File: src/rtl/assert_macros.svh
// Assertion macros shared by the compositor RTL.
`ifndef ASSERT_MACROS_SVH
`define ASSERT_MACROS_SVH

// Same-cycle implication, disabled while reset is asserted.
`define DSC_ASSERT_IMP(lbl, ante, cons) \
    lbl: assert property (@(posedge i_clk) disable iff (!i_rst_n) (ante) |-> (cons)) \
        else $error("compositor assertion failed");

// Next-cycle implication, disabled while reset is asserted.
`define DSC_ASSERT_NXT(lbl, ante, cons) \
    lbl: assert property (@(posedge i_clk) disable iff (!i_rst_n) (ante) |=> (cons)) \
        else $error("compositor assertion failed");

// Next-cycle implication that is also checked across reset.
`define DSC_ASSERT_NXT_ALWAYS(lbl, ante, cons) \
    lbl: assert property (@(posedge i_clk) (ante) |=> (cons)) \
        else $error("compositor assertion failed");

`endif

File: src/rtl/dsc_pkg.sv
`default_nettype none

package dsc_pkg;

    localparam int unsigned CfgIdxW = 3;
    localparam int unsigned NumCh   = 4;

    typedef enum logic [CfgIdxW-1:0] {
        REG_SHADOW_ALPHA    = 3'd0,
        REG_SHADOW_RED      = 3'd1,
        REG_SHADOW_GREEN    = 3'd2,
        REG_SHADOW_BLUE     = 3'd3,
        REG_OPACITY_LEVEL   = 3'd4,
        REG_KEEP_FOREGROUND = 3'd5
    } t_reg_idx;

    // Channel order in every NumCh-wide per-channel array: alpha, red, green, blue.
    localparam int unsigned ChAlpha = 0;

    typedef struct packed {
        logic [7:0]       shadow_alpha;
        logic [2:0][7:0]  shadow_rgb;
        logic [7:0]       opacity;
        logic             keep;
    } t_cfg;

    typedef struct packed {
        logic [7:0]            mask;
        logic                  covered;
        logic [NumCh-1:0][7:0] dst;
    } t_pix;

    typedef struct packed {
        t_pix        pix;
        logic [15:0] ia;
    } t_s1;

    typedef struct packed {
        t_pix                   pix;
        logic [NumCh-1:0][15:0] w;
    } t_s2;

    typedef struct packed {
        t_pix                   pix;
        logic [NumCh-1:0][23:0] t;
    } t_s3;

    typedef struct packed {
        t_pix                   pix;
        logic [NumCh-1:0][7:0]  rep;
        logic [NumCh-1:0][31:0] u;
    } t_s4;

    typedef logic [NumCh-1:0][7:0] t_rgba;

endpackage

`default_nettype wire

File: src/rtl/dsc_in_if.sv
`default_nettype none

interface dsc_in_if;
    logic       valid;
    logic       ready;
    logic [7:0] mask_alpha;
    logic       covered;
    logic [7:0] dest_alpha;
    logic [7:0] dest_red;
    logic [7:0] dest_green;
    logic [7:0] dest_blue;

    modport source (
        output valid, mask_alpha, covered, dest_alpha, dest_red, dest_green, dest_blue,
        input  ready
    );
    modport sink (
        input  valid, mask_alpha, covered, dest_alpha, dest_red, dest_green, dest_blue,
        output ready
    );
endinterface

`default_nettype wire

File: src/rtl/dsc_out_if.sv
`default_nettype none

interface dsc_out_if;
    logic       valid;
    logic       ready;
    logic [7:0] out_alpha;
    logic [7:0] out_red;
    logic [7:0] out_green;
    logic [7:0] out_blue;

    modport source (
        output valid, out_alpha, out_red, out_green, out_blue,
        input  ready
    );
    modport sink (
        input  valid, out_alpha, out_red, out_green, out_blue,
        output ready
    );
endinterface

`default_nettype wire

File: src/rtl/dsc_premul.sv
`default_nettype none

module dsc_premul import dsc_pkg::*; (
    input  wire logic i_clk,
    input  wire logic i_rst_n,
    input  wire logic i_en,
    input  wire t_cfg i_cfg,
    input  wire logic i_vld,
    input  wire t_pix i_pix,
    output logic      o_vld,
    output t_s2       o_s2
);

    logic r_vld1;
    logic r_vld2;
    t_s1  r_s1;
    t_s2  r_s2;
    t_s1  n_s1;
    t_s2  n_s2;

    always_comb begin
        logic [23:0] prod;
        n_s1.pix = i_pix;
        n_s1.ia  = 16'(i_cfg.shadow_alpha) * 16'(i_cfg.opacity);

        n_s2.pix         = r_s1.pix;
        n_s2.w[ChAlpha]  = r_s1.ia;
        for (int c = 1; c < NumCh; c++) begin
            prod      = 24'(i_cfg.shadow_rgb[c-1]) * 24'(r_s1.ia);
            n_s2.w[c] = prod[23:8];
        end
    end

    always_ff @(posedge i_clk) begin
        if (!i_rst_n) begin
            r_vld1 <= 1'b0;
            r_vld2 <= 1'b0;
        end else if (i_en) begin
            r_vld1 <= i_vld;
            r_vld2 <= r_vld1;
        end
    end

    always_ff @(posedge i_clk) begin
        if (i_en) begin
            r_s1 <= n_s1;
            r_s2 <= n_s2;
        end
    end

    assign o_vld = r_vld2;
    assign o_s2  = r_s2;

endmodule

`default_nettype wire

File: src/rtl/dsc_weight.sv
`default_nettype none

module dsc_weight import dsc_pkg::*; (
    input  wire logic i_clk,
    input  wire logic i_rst_n,
    input  wire logic i_en,
    input  wire logic i_vld,
    input  wire t_s2  i_s2,
    output logic      o_vld,
    output t_s4       o_s4
);

    logic r_vld3;
    logic r_vld4;
    t_s3  r_s3;
    t_s4  r_s4;
    t_s3  n_s3;
    t_s4  n_s4;

    always_comb begin
        logic [7:0] k;
        n_s3.pix = i_s2.pix;
        for (int c = 0; c < NumCh; c++) begin
            n_s3.t[c] = 24'(i_s2.w[c]) * 24'(i_s2.pix.mask);
        end

        // Coverage left over by the destination: 255 - dest_alpha.
        k        = ~r_s3.pix.dst[ChAlpha];
        n_s4.pix = r_s3.pix;
        for (int c = 0; c < NumCh; c++) begin
            n_s4.rep[c] = r_s3.t[c][23:16];
            n_s4.u[c]   = 32'(k) * 32'(r_s3.t[c]);
        end
    end

    always_ff @(posedge i_clk) begin
        if (!i_rst_n) begin
            r_vld3 <= 1'b0;
            r_vld4 <= 1'b0;
        end else if (i_en) begin
            r_vld3 <= i_vld;
            r_vld4 <= r_vld3;
        end
    end

    always_ff @(posedge i_clk) begin
        if (i_en) begin
            r_s3 <= n_s3;
            r_s4 <= n_s4;
        end
    end

    assign o_vld = r_vld4;
    assign o_s4  = r_s4;

endmodule

`default_nettype wire

File: src/rtl/dsc_blend.sv
`default_nettype none
`include "assert_macros.svh"

module dsc_blend import dsc_pkg::*; (
    input  wire logic i_clk,
    input  wire logic i_rst_n,
    input  wire logic i_en,
    input  wire logic i_keep,
    input  wire logic i_vld,
    input  wire t_s4  i_s4,
    output logic      o_vld,
    output t_rgba     o_pix
);

    logic  r_vld5;
    t_rgba r_out;
    t_rgba n_out;

    always_comb begin
        logic [8:0] sum;
        for (int c = 0; c < NumCh; c++) begin
            sum = 9'(i_s4.pix.dst[c]) + 9'(i_s4.u[c][31:24]);
            if (i_keep) begin
                if (i_s4.pix.covered) begin
                    n_out[c] = sum[8] ? 8'hFF : sum[7:0];
                end else begin
                    n_out[c] = i_s4.pix.dst[c];
                end
            end else begin
                n_out[c] = i_s4.pix.covered ? i_s4.rep[c] : 8'd0;
            end
        end
    end

    always_ff @(posedge i_clk) begin
        if (!i_rst_n) begin
            r_vld5 <= 1'b0;
        end else if (i_en) begin
            r_vld5 <= i_vld;
        end
    end

    always_ff @(posedge i_clk) begin
        if (i_en) begin
            r_out <= n_out;
        end
    end

    assign o_vld = r_vld5;
    assign o_pix = r_out;

    `DSC_ASSERT_NXT(a_keep_alpha_grows, i_en && i_vld && i_keep,
        r_out[ChAlpha] >= $past(i_s4.pix.dst[ChAlpha]))
    `DSC_ASSERT_NXT(a_replace_alpha_bound, i_en && i_vld && !i_keep,
        r_out[ChAlpha] <= 8'd253)

endmodule

`default_nettype wire

File: src/rtl/drop_shadow_pixel_composite.sv
// Drop-shadow compositor for a stream of layer pixels.
// Pixels enter on i_pix (valid/ready): mask alpha, a flag for the offset shadow
// region and the existing premultiplied layer pixel. Results leave on o_pix, one
// per input pixel and in the same order.
// The user must set the shadow color, opacity and mode through the write port (i_cfg_we,
// i_cfg_idx, i_cfg_data) only while no pixel is in flight; the block does not enforce it.
// The datapath is a five-stage pipeline: shadow alpha times opacity, premultiplied
// color, mask weighting, destination weighting, then clamp and select into the
// output register.
// Throughput is one pixel per clock as long as each result on o_pix is taken.
// All stages advance together; when o_pix holds a result that is not taken, the
// whole pipeline holds and i_pix.ready drops, so nothing is lost or repeated.
// Reset clears all valid bits and loads the register defaults: shadow alpha 255,
// black shadow color, opacity 255 and replace mode.
`default_nettype none
`include "assert_macros.svh"

module drop_shadow_pixel_composite import dsc_pkg::*; (
    input  wire logic               i_clk,
    input  wire logic               i_rst_n,
    input  wire logic               i_cfg_we,
    input  wire logic [CfgIdxW-1:0] i_cfg_idx,
    input  wire logic [7:0]         i_cfg_data,
    dsc_in_if.sink                  i_pix,
    dsc_out_if.source               o_pix
);

    t_cfg  r_cfg;
    logic  en;
    t_pix  in_pix;
    logic  vld2;
    t_s2   s2;
    logic  vld4;
    t_s4   s4;
    logic  vld5;
    t_rgba res;

    always_ff @(posedge i_clk) begin
        if (!i_rst_n) begin
            r_cfg.shadow_alpha <= 8'd255;
            r_cfg.shadow_rgb   <= '0;
            r_cfg.opacity      <= 8'd255;
            r_cfg.keep         <= 1'b0;
        end else if (i_cfg_we) begin
            case (t_reg_idx'(i_cfg_idx))
                REG_SHADOW_ALPHA:    r_cfg.shadow_alpha  <= i_cfg_data;
                REG_SHADOW_RED:      r_cfg.shadow_rgb[0] <= i_cfg_data;
                REG_SHADOW_GREEN:    r_cfg.shadow_rgb[1] <= i_cfg_data;
                REG_SHADOW_BLUE:     r_cfg.shadow_rgb[2] <= i_cfg_data;
                REG_OPACITY_LEVEL:   r_cfg.opacity       <= i_cfg_data;
                REG_KEEP_FOREGROUND: r_cfg.keep          <= i_cfg_data[0];
                default: begin
                end
            endcase
        end
    end

    assign en          = !vld5 || o_pix.ready;
    assign i_pix.ready = en;

    assign in_pix.mask    = i_pix.mask_alpha;
    assign in_pix.covered = i_pix.covered;
    assign in_pix.dst[0]  = i_pix.dest_alpha;
    assign in_pix.dst[1]  = i_pix.dest_red;
    assign in_pix.dst[2]  = i_pix.dest_green;
    assign in_pix.dst[3]  = i_pix.dest_blue;

    dsc_premul u_premul (
        .i_clk   (i_clk),
        .i_rst_n (i_rst_n),
        .i_en    (en),
        .i_cfg   (r_cfg),
        .i_vld   (i_pix.valid),
        .i_pix   (in_pix),
        .o_vld   (vld2),
        .o_s2    (s2)
    );

    dsc_weight u_weight (
        .i_clk   (i_clk),
        .i_rst_n (i_rst_n),
        .i_en    (en),
        .i_vld   (vld2),
        .i_s2    (s2),
        .o_vld   (vld4),
        .o_s4    (s4)
    );

    dsc_blend u_blend (
        .i_clk   (i_clk),
        .i_rst_n (i_rst_n),
        .i_en    (en),
        .i_keep  (r_cfg.keep),
        .i_vld   (vld4),
        .i_s4    (s4),
        .o_vld   (vld5),
        .o_pix   (res)
    );

    assign o_pix.valid     = vld5;
    assign o_pix.out_alpha = res[0];
    assign o_pix.out_red   = res[1];
    assign o_pix.out_green = res[2];
    assign o_pix.out_blue  = res[3];

    `DSC_ASSERT_NXT_ALWAYS(a_reset_empties, !i_rst_n, !o_pix.valid)
    `DSC_ASSERT_IMP(a_stall_only_on_backpressure, !i_pix.ready,
        o_pix.valid && !o_pix.ready)

endmodule

`default_nettype wire
File: src/flat_wrapper.sv
// flat-port wrapper written by rule: the top's interface ports become plain ports
module drop_shadow_pixel_composite_flat import dsc_pkg::*;
  (i_clk, i_rst_n, i_cfg_we, i_cfg_idx, i_cfg_data, i_pix_valid, i_pix_mask_alpha, i_pix_covered, i_pix_dest_alpha, i_pix_dest_red, i_pix_dest_green, i_pix_dest_blue, i_pix_ready, o_pix_valid, o_pix_out_alpha, o_pix_out_red, o_pix_out_green, o_pix_out_blue, o_pix_ready);
  dsc_in_if i_pix_i ();
  dsc_out_if o_pix_i ();
  input  wire logic i_clk;
  input  wire logic i_rst_n;
  input  wire logic i_cfg_we;
  input  wire logic [CfgIdxW-1:0] i_cfg_idx;
  input  wire logic [7:0] i_cfg_data;
  input wire logic [$bits(i_pix_i.valid)-1:0] i_pix_valid;
  input wire logic [$bits(i_pix_i.mask_alpha)-1:0] i_pix_mask_alpha;
  input wire logic [$bits(i_pix_i.covered)-1:0] i_pix_covered;
  input wire logic [$bits(i_pix_i.dest_alpha)-1:0] i_pix_dest_alpha;
  input wire logic [$bits(i_pix_i.dest_red)-1:0] i_pix_dest_red;
  input wire logic [$bits(i_pix_i.dest_green)-1:0] i_pix_dest_green;
  input wire logic [$bits(i_pix_i.dest_blue)-1:0] i_pix_dest_blue;
  output wire logic [$bits(i_pix_i.ready)-1:0] i_pix_ready;
  output wire logic [$bits(o_pix_i.valid)-1:0] o_pix_valid;
  output wire logic [$bits(o_pix_i.out_alpha)-1:0] o_pix_out_alpha;
  output wire logic [$bits(o_pix_i.out_red)-1:0] o_pix_out_red;
  output wire logic [$bits(o_pix_i.out_green)-1:0] o_pix_out_green;
  output wire logic [$bits(o_pix_i.out_blue)-1:0] o_pix_out_blue;
  input wire logic [$bits(o_pix_i.ready)-1:0] o_pix_ready;
  assign i_pix_i.valid = i_pix_valid;
  assign i_pix_i.mask_alpha = i_pix_mask_alpha;
  assign i_pix_i.covered = i_pix_covered;
  assign i_pix_i.dest_alpha = i_pix_dest_alpha;
  assign i_pix_i.dest_red = i_pix_dest_red;
  assign i_pix_i.dest_green = i_pix_dest_green;
  assign i_pix_i.dest_blue = i_pix_dest_blue;
  assign i_pix_ready = i_pix_i.ready;
  assign o_pix_valid = o_pix_i.valid;
  assign o_pix_out_alpha = o_pix_i.out_alpha;
  assign o_pix_out_red = o_pix_i.out_red;
  assign o_pix_out_green = o_pix_i.out_green;
  assign o_pix_out_blue = o_pix_i.out_blue;
  assign o_pix_i.ready = o_pix_ready;
  drop_shadow_pixel_composite u_core (.i_clk(i_clk), .i_rst_n(i_rst_n), .i_cfg_we(i_cfg_we), .i_cfg_idx(i_cfg_idx), .i_cfg_data(i_cfg_data), .i_pix(i_pix_i), .o_pix(o_pix_i));
endmodule
File: config.mk
export PLATFORM = sky130hd
export DESIGN_NAME = drop_shadow_pixel_composite_flat
export DESIGN_NICKNAME = d
export VERILOG_FILES = /design/src/rtl/dsc_pkg.sv /design/src/rtl/dsc_in_if.sv /design/src/rtl/dsc_out_if.sv /design/src/rtl/dsc_premul.sv /design/src/rtl/dsc_weight.sv /design/src/rtl/dsc_blend.sv /design/src/rtl/drop_shadow_pixel_composite.sv /design/src/flat_wrapper.sv
export VERILOG_INCLUDE_DIRS = /design/src /design/src/rtl
export SDC_FILE = /design/constraint.sdc
export NUM_CORES = 2
export LEC_CHECK = 0
export ABC_CLOCK_PERIOD_IN_PS = 51000
export BUFFER_PORTS_ARGS = -buffer_cell sky130_fd_sc_hd__buf_4
export CORE_UTILIZATION = 45
export DETAILED_ROUTE_END_ITERATION = 10
export GPL_ROUTABILITY_DRIVEN = 0
export MAX_ROUTING_LAYER = met4
export PLACE_DENSITY = 0.6
export SLEW_MARGIN = 10
export SYNTH_ARGS = -nofsm -noshare
export SYNTH_HDL_FRONTEND = slang
export SYNTH_SLANG_ARGS = --single-unit
File: constraint.sdc
create_clock -name i_clk -period 51 [get_ports i_clk]
set_clock_uncertainty 0.15 [all_clocks]
set_input_delay 7.65 -clock i_clk [delete_from_list [all_inputs] [get_ports i_clk]]
set_output_delay 7.65 -clock i_clk [all_outputs]
set_load 0.005 [all_outputs]
======== Yosys cells after proc, flatten, opt, wreduce, memory -nomap -nowiden ========
Index checks and enable logic that the tools add are counted.
cells by class
  multiply operators ...................... 12
  divide/modulo/power cells ............... 0
  reductions and logical operators ........ 9
  eq/ne operators ......................... 5
  bitwise logic cells ..................... 1
  shifts and indexed selects .............. 0
  $lt $le $gt $ge ......................... 0
  $add $sub $neg .......................... 4
  mux-type cells .......................... 16
operator list
  cell                                                  count
  multiplier 8 x 24 -> 32 bit                           4
  2-to-1 mux 8 bit                                      16
  multiplier 16 x 8 -> 24 bit                           4
  multiplier 8 x 16 -> 24 bit                           3
  adder 8 x 8 -> 9 bit                                  4
  multiplier 8 x 8 -> 16 bit                            1
  AND reduction 2 bit                                   6
  NOT 8 bit                                             1
  equality test 3 x 2 -> 1 bit (second input constant)  2
  equality test 3 bit (second input constant)           2
  equality test 3 x 1 -> 1 bit (second input constant)  1
  zero test 3 bit                                       1
  zero test 1 bit                                       1
  logical OR 1 bit                                      1
word-level totals
  bits in writable memories ............... 0
  input bits .............................. 57
  word-level logic and storage cells ...... 101
  bits in registers ....................... 562
  bits in latches ......................... 0
  memory bits (read-only) ................. 0
  memories kept ........................... 0

======== Logic depth before layout (Yosys ltp) ========
  depth in word-level cells ............... 4
  gate-level depth with buffers ........... 21
  depth with buffers taken out ............ 19

======== By module ========
From an unflattened synthesis, not the netlist that was laid out.
second synthesis, totals
  cells, all modules ...................... 7,033
  area total of the unflattened synthesis .. 72,729.8 sq um
modules (own cells, without submodules)
  module                       times used  sequential area each (sq um)  cells an instance  area each (sq um)
  dsc_weight                   1           10,189.8                      4,858              49,932.9
  dsc_premul                   1           4,904.7                       1,713              18,306.3
  dsc_blend                    1           980.9                         305                2,862.7
  drop_shadow_pixel_composite  1           820.8                         157                1,627.8

======== Worst setup path before layout ========
Ideal clock, no wire load.
  path type ............................... input-to-output
  start point ............................. in o_pix_ready
  end point ............................... out i_pix_ready
  slack ................................... 23.889 ns
  data required time ...................... 43.200 ns
  path buffers ............................ 1
  cell stages on the path ................. 2
  arrival time ............................ 19.311 ns
  cell sequence ........................... nand2b_1 -> clkbuf_1
on the way
  word-level cells in the longest chain between the ends .. 1
ends and longest elaborated chain
  element           RTL line                           text
  start, declared   flat_wrapper.sv:24                 input wire logic [$bits(o_pix_i.ready)-1:0] o_pix_ready;
  logical OR 1 bit  drop_shadow_pixel_composite.sv:58  assign en = !vld5 || o_pix.ready;
  end, declared     flat_wrapper.sv:18                 output wire logic [$bits(i_pix_i.ready)-1:0] i_pix_ready;
Every way passes these cells.

======== Final worst setup path ========
Same ends and word-level chain as after synthesis.

==> results_dict.tcl <==
set metrics [dict create \
    timing.final.crit_share_pct 32.1 \
    grt_max_degree 75 \
    crit_top_cell "buf_4" \
    grt_pass1_vias 47426 \
    yosysTopAreaCellShare_pct 34.8 \
    drc 0 \
    synth_top_family_by_area "adder cells" \
    syn_area_mm2 0.0661 \
    numCtsBuffers 60 \
    hpwl_mm 106 \
    synth_xor_area_share_pct 2.29 \
    die_w_um 385 \
    ant_nets 0 \
    clockRootBuffer "clkbuf_16" \
    path_cells "buf_4, nand2b_4, buf_4" \
    synth_commonest_cells "inv_1, fa_1, and2_1" \
    postCtsHoldBufs 0 \
    powerDensity_mw_per_mm2 59.3 \
    ios 91 \
    worstSetupStartpointType "input port" \
    via_per_inst 5.11 \
    critPathCaptureType "primary output" \
    die_h_um 385 \
    synthFlopType "edfxtp_1" \
    rsz0062_at_grt "false" \
    vias 43140 \
    tns_ns 0 \
    tightest_slew_ns 1.09 \
    drtIter0Drc 2083 \
    cts_resized 0 \
    wirelength_mm 144 \
    ys_async_sr_fraction_pct 0 \
    syn-instance-count 6501 \
    finish.utilization_pct 48.6 \
    ir_drop_mv 0.101 \
    htreeDepth 2 \
    fmax_ghz 0.0611 \
    antenna_found_initial 0 \
    die_area_mm2 0.148 \
    worstSkewPairLatency_ns 0.69 \
    place_area_mm2 0.0688 \
    synthSimpleGateAreaFrac_pct 18.7 \
    cts_buffer_depth 3 \
    coreArea_mm2 0.146 \
    port_buffers 90 \
    hp-class "reg -> reg" \
    clkSinkCount 466 \
    grt.total_usage_pct 20.9 \
    relSlewSlack_pct 27.3 \
    postCtsSetupBuffers 0 \
    gr-total-overflow 0 \
    post_drt_wl_per_cell_um 17.1 \
    hold_viol 0 \
    syn-num-nets 8270 \
    worst_path_max_delay_cell "nand2b_4" \
    ys_ff_latch 466 \
    cp_max_fo 24 \
    fill_cells 13555 \
    synth_fa_ha_area_share_pct 45.5 \
    synthTopCellsByArea "fa_1, edfxtp_1, ha_1" \
    worst-path-buf-inv 2 \
    slowest_delay_ns 0.43 \
    min_period_ns 16.36 \
    yosysUniqueCellTypes 64 \
    yosysTopAreaCell "fa_1" \
    dr.pass1.iters 5 \
    avgSynthCellArea_um2 10.2 \
    synth_compound_area_share_pct 4.92 \
    synth_warnings 0 \
    seq_area_frac_synth_pct 20.5 \
    rows 140 \
    clk_pin_slew_ns 0.06 \
    syn_to_final_growth_pct 7.05 \
    synth-edff-count 420 \
    status "finished, final reports clean" \
    drv_slew 0 \
    synth.area.mux_share_pct 0.182 \
    crit_arrival_ns 8.56 \
    layout-drive-gt1-share_pct 4.03 \
    path_class "in -> out" \
    fin_nets 8250 \
    start_util_pct 45.4 \
    drv_cap 0 \
    grt_pass1_wl_mm 244 \
    synth_most_common_cell "inv_1" \
    p_leak_nw 35.5 \
    design_area_mm2 0.0708 \
    cts_tree "built" \
    cp_top_family "simple AND/OR/NAND/NOR gates" \
    cp_data_required_time_ns 43.20 \
    finalSetupViolCount 0 \
]
## layout by cell type, fill, tap and decap left out, types with 17 or more instances in the layout
cell type / n
xnor2_1: 123
a21boi_0: 32
nor2b_1: 622
nand3_1: 44
inv_1: 1173
dfxtp_1: 45
buf_4: 148
edfxtp_1: 420
o21a_1: 28
nand2b_1: 194
xor2_1: 50
nor2_1: 115
fa_1: 1149
clkbuf_16: 60
and3_1: 17
nor3_1: 35
o221ai_1: 28
o21ai_0: 74
nand4_1: 20
a21oi_1: 136
nand2_1: 533
ha_1: 563
a21o_1: 69
and2_1: 628
## area by class of cell
type	instances	area, um^2	area share (%)
Multi-Input combinational cell	4632	47300	66.9
Sequential cell	466	13500	19.1
Inverter	1173	4400	6.22
Tap cell	1917	2400	3.39
Clock buffer	65	1520	2.15
Timing Repair Buffer	148	1110	1.57
Clock inverter	47	480	0.679
Antenna cell	2	5.00	0.00707
## report_power, final
part | switching [mW] | total [mW] | internal [mW] | leakage (nW)
clock | 0.181 | 0.429 | 0.248 | 0.965
combinational | 1.67 | 3.06 | 1.39 | 29.4
sequential | 0.131 | 0.711 | 0.580 | 5.10
## through the flow
step,instances,setup slack (ns),hold WS (ns),total power [mW]
CTS,8448,34.65,0.234,4.26
floorplan,6501,23.89,0.250,3.05
detailed placement,8336,34.65,0.255,3.79
finish,8450,34.64,0.233,4.20
global placement,8336,34.63,0.251,3.72
global route,8448,34.66,0.230,4.76
## routing by layer
| layer | track usage (%) | part of all wire [%] | vias to the layer above |
|---|---|---|---|
| met1 | 28.4 | 48 | 22268 |
| li1 | - | - | 20070 |
| met3 | 1.93 | 3.4 | 157 |
| met5 | - | 0 | - |
| met2 | 34.4 | 47 | 645 |
| met4 | 4.31 | 1.6 | 0 |
## flip-flops by register name, summed over array words and instances, names as in the netlist
register	cells
u_core.u_premul.o_s2	105
u_core.u_premul.r_vld1	1
u_core.u_blend.o_pix	32
u_core.u_weight.o_s4	97
u_core.u_weight.r_vld3	1
u_core.u_weight.o_vld	1
u_core.u_blend.o_vld	1
u_core.u_premul.n_s2	57
u_core.r_cfg	41
u_core.u_weight.r_s3	64
u_core.u_weight.n_s4	65
u_core.u_premul.o_vld	1
## worst paths after layout
| check | from | to | slack (ns) | cells after the start |
|---|---|---|---|---|
| setup / recovery | o_pix_ready | i_pix_ready | 34.64 | 3 |
| setup reg to reg | u_core.u_weight.n_s4[163]$_DFFE_PP_ | u_core.u_weight.o_s4[62]$_DFFE_PP_ | 44.25 | 20 |
| hold reg to reg | u_core.u_weight.n_s4[187]$_DFFE_PP_ | u_core.u_weight.o_s4[187]$_DFFE_PP_ | 0.23 | 0 |
| hold / removal | u_core.u_weight.n_s4[187]$_DFFE_PP_ | u_core.u_weight.o_s4[187]$_DFFE_PP_ | 0.23 | 0 |
## kinds of logic (layout without fill, tap and decap cells)
kind of cell,count (synthesis),after routing
AO/OA/AOI/OAI,487,487
XOR/XNOR,173,173
adder cells (fa/ha/maj),1712,1712
buffers and inverters,1403,1433
flip-flops,466,466
multiplexers,12,12
other,0,2
AND/OR/NAND/NOR,2248,2248
Power figures use the tool's default switching activity.
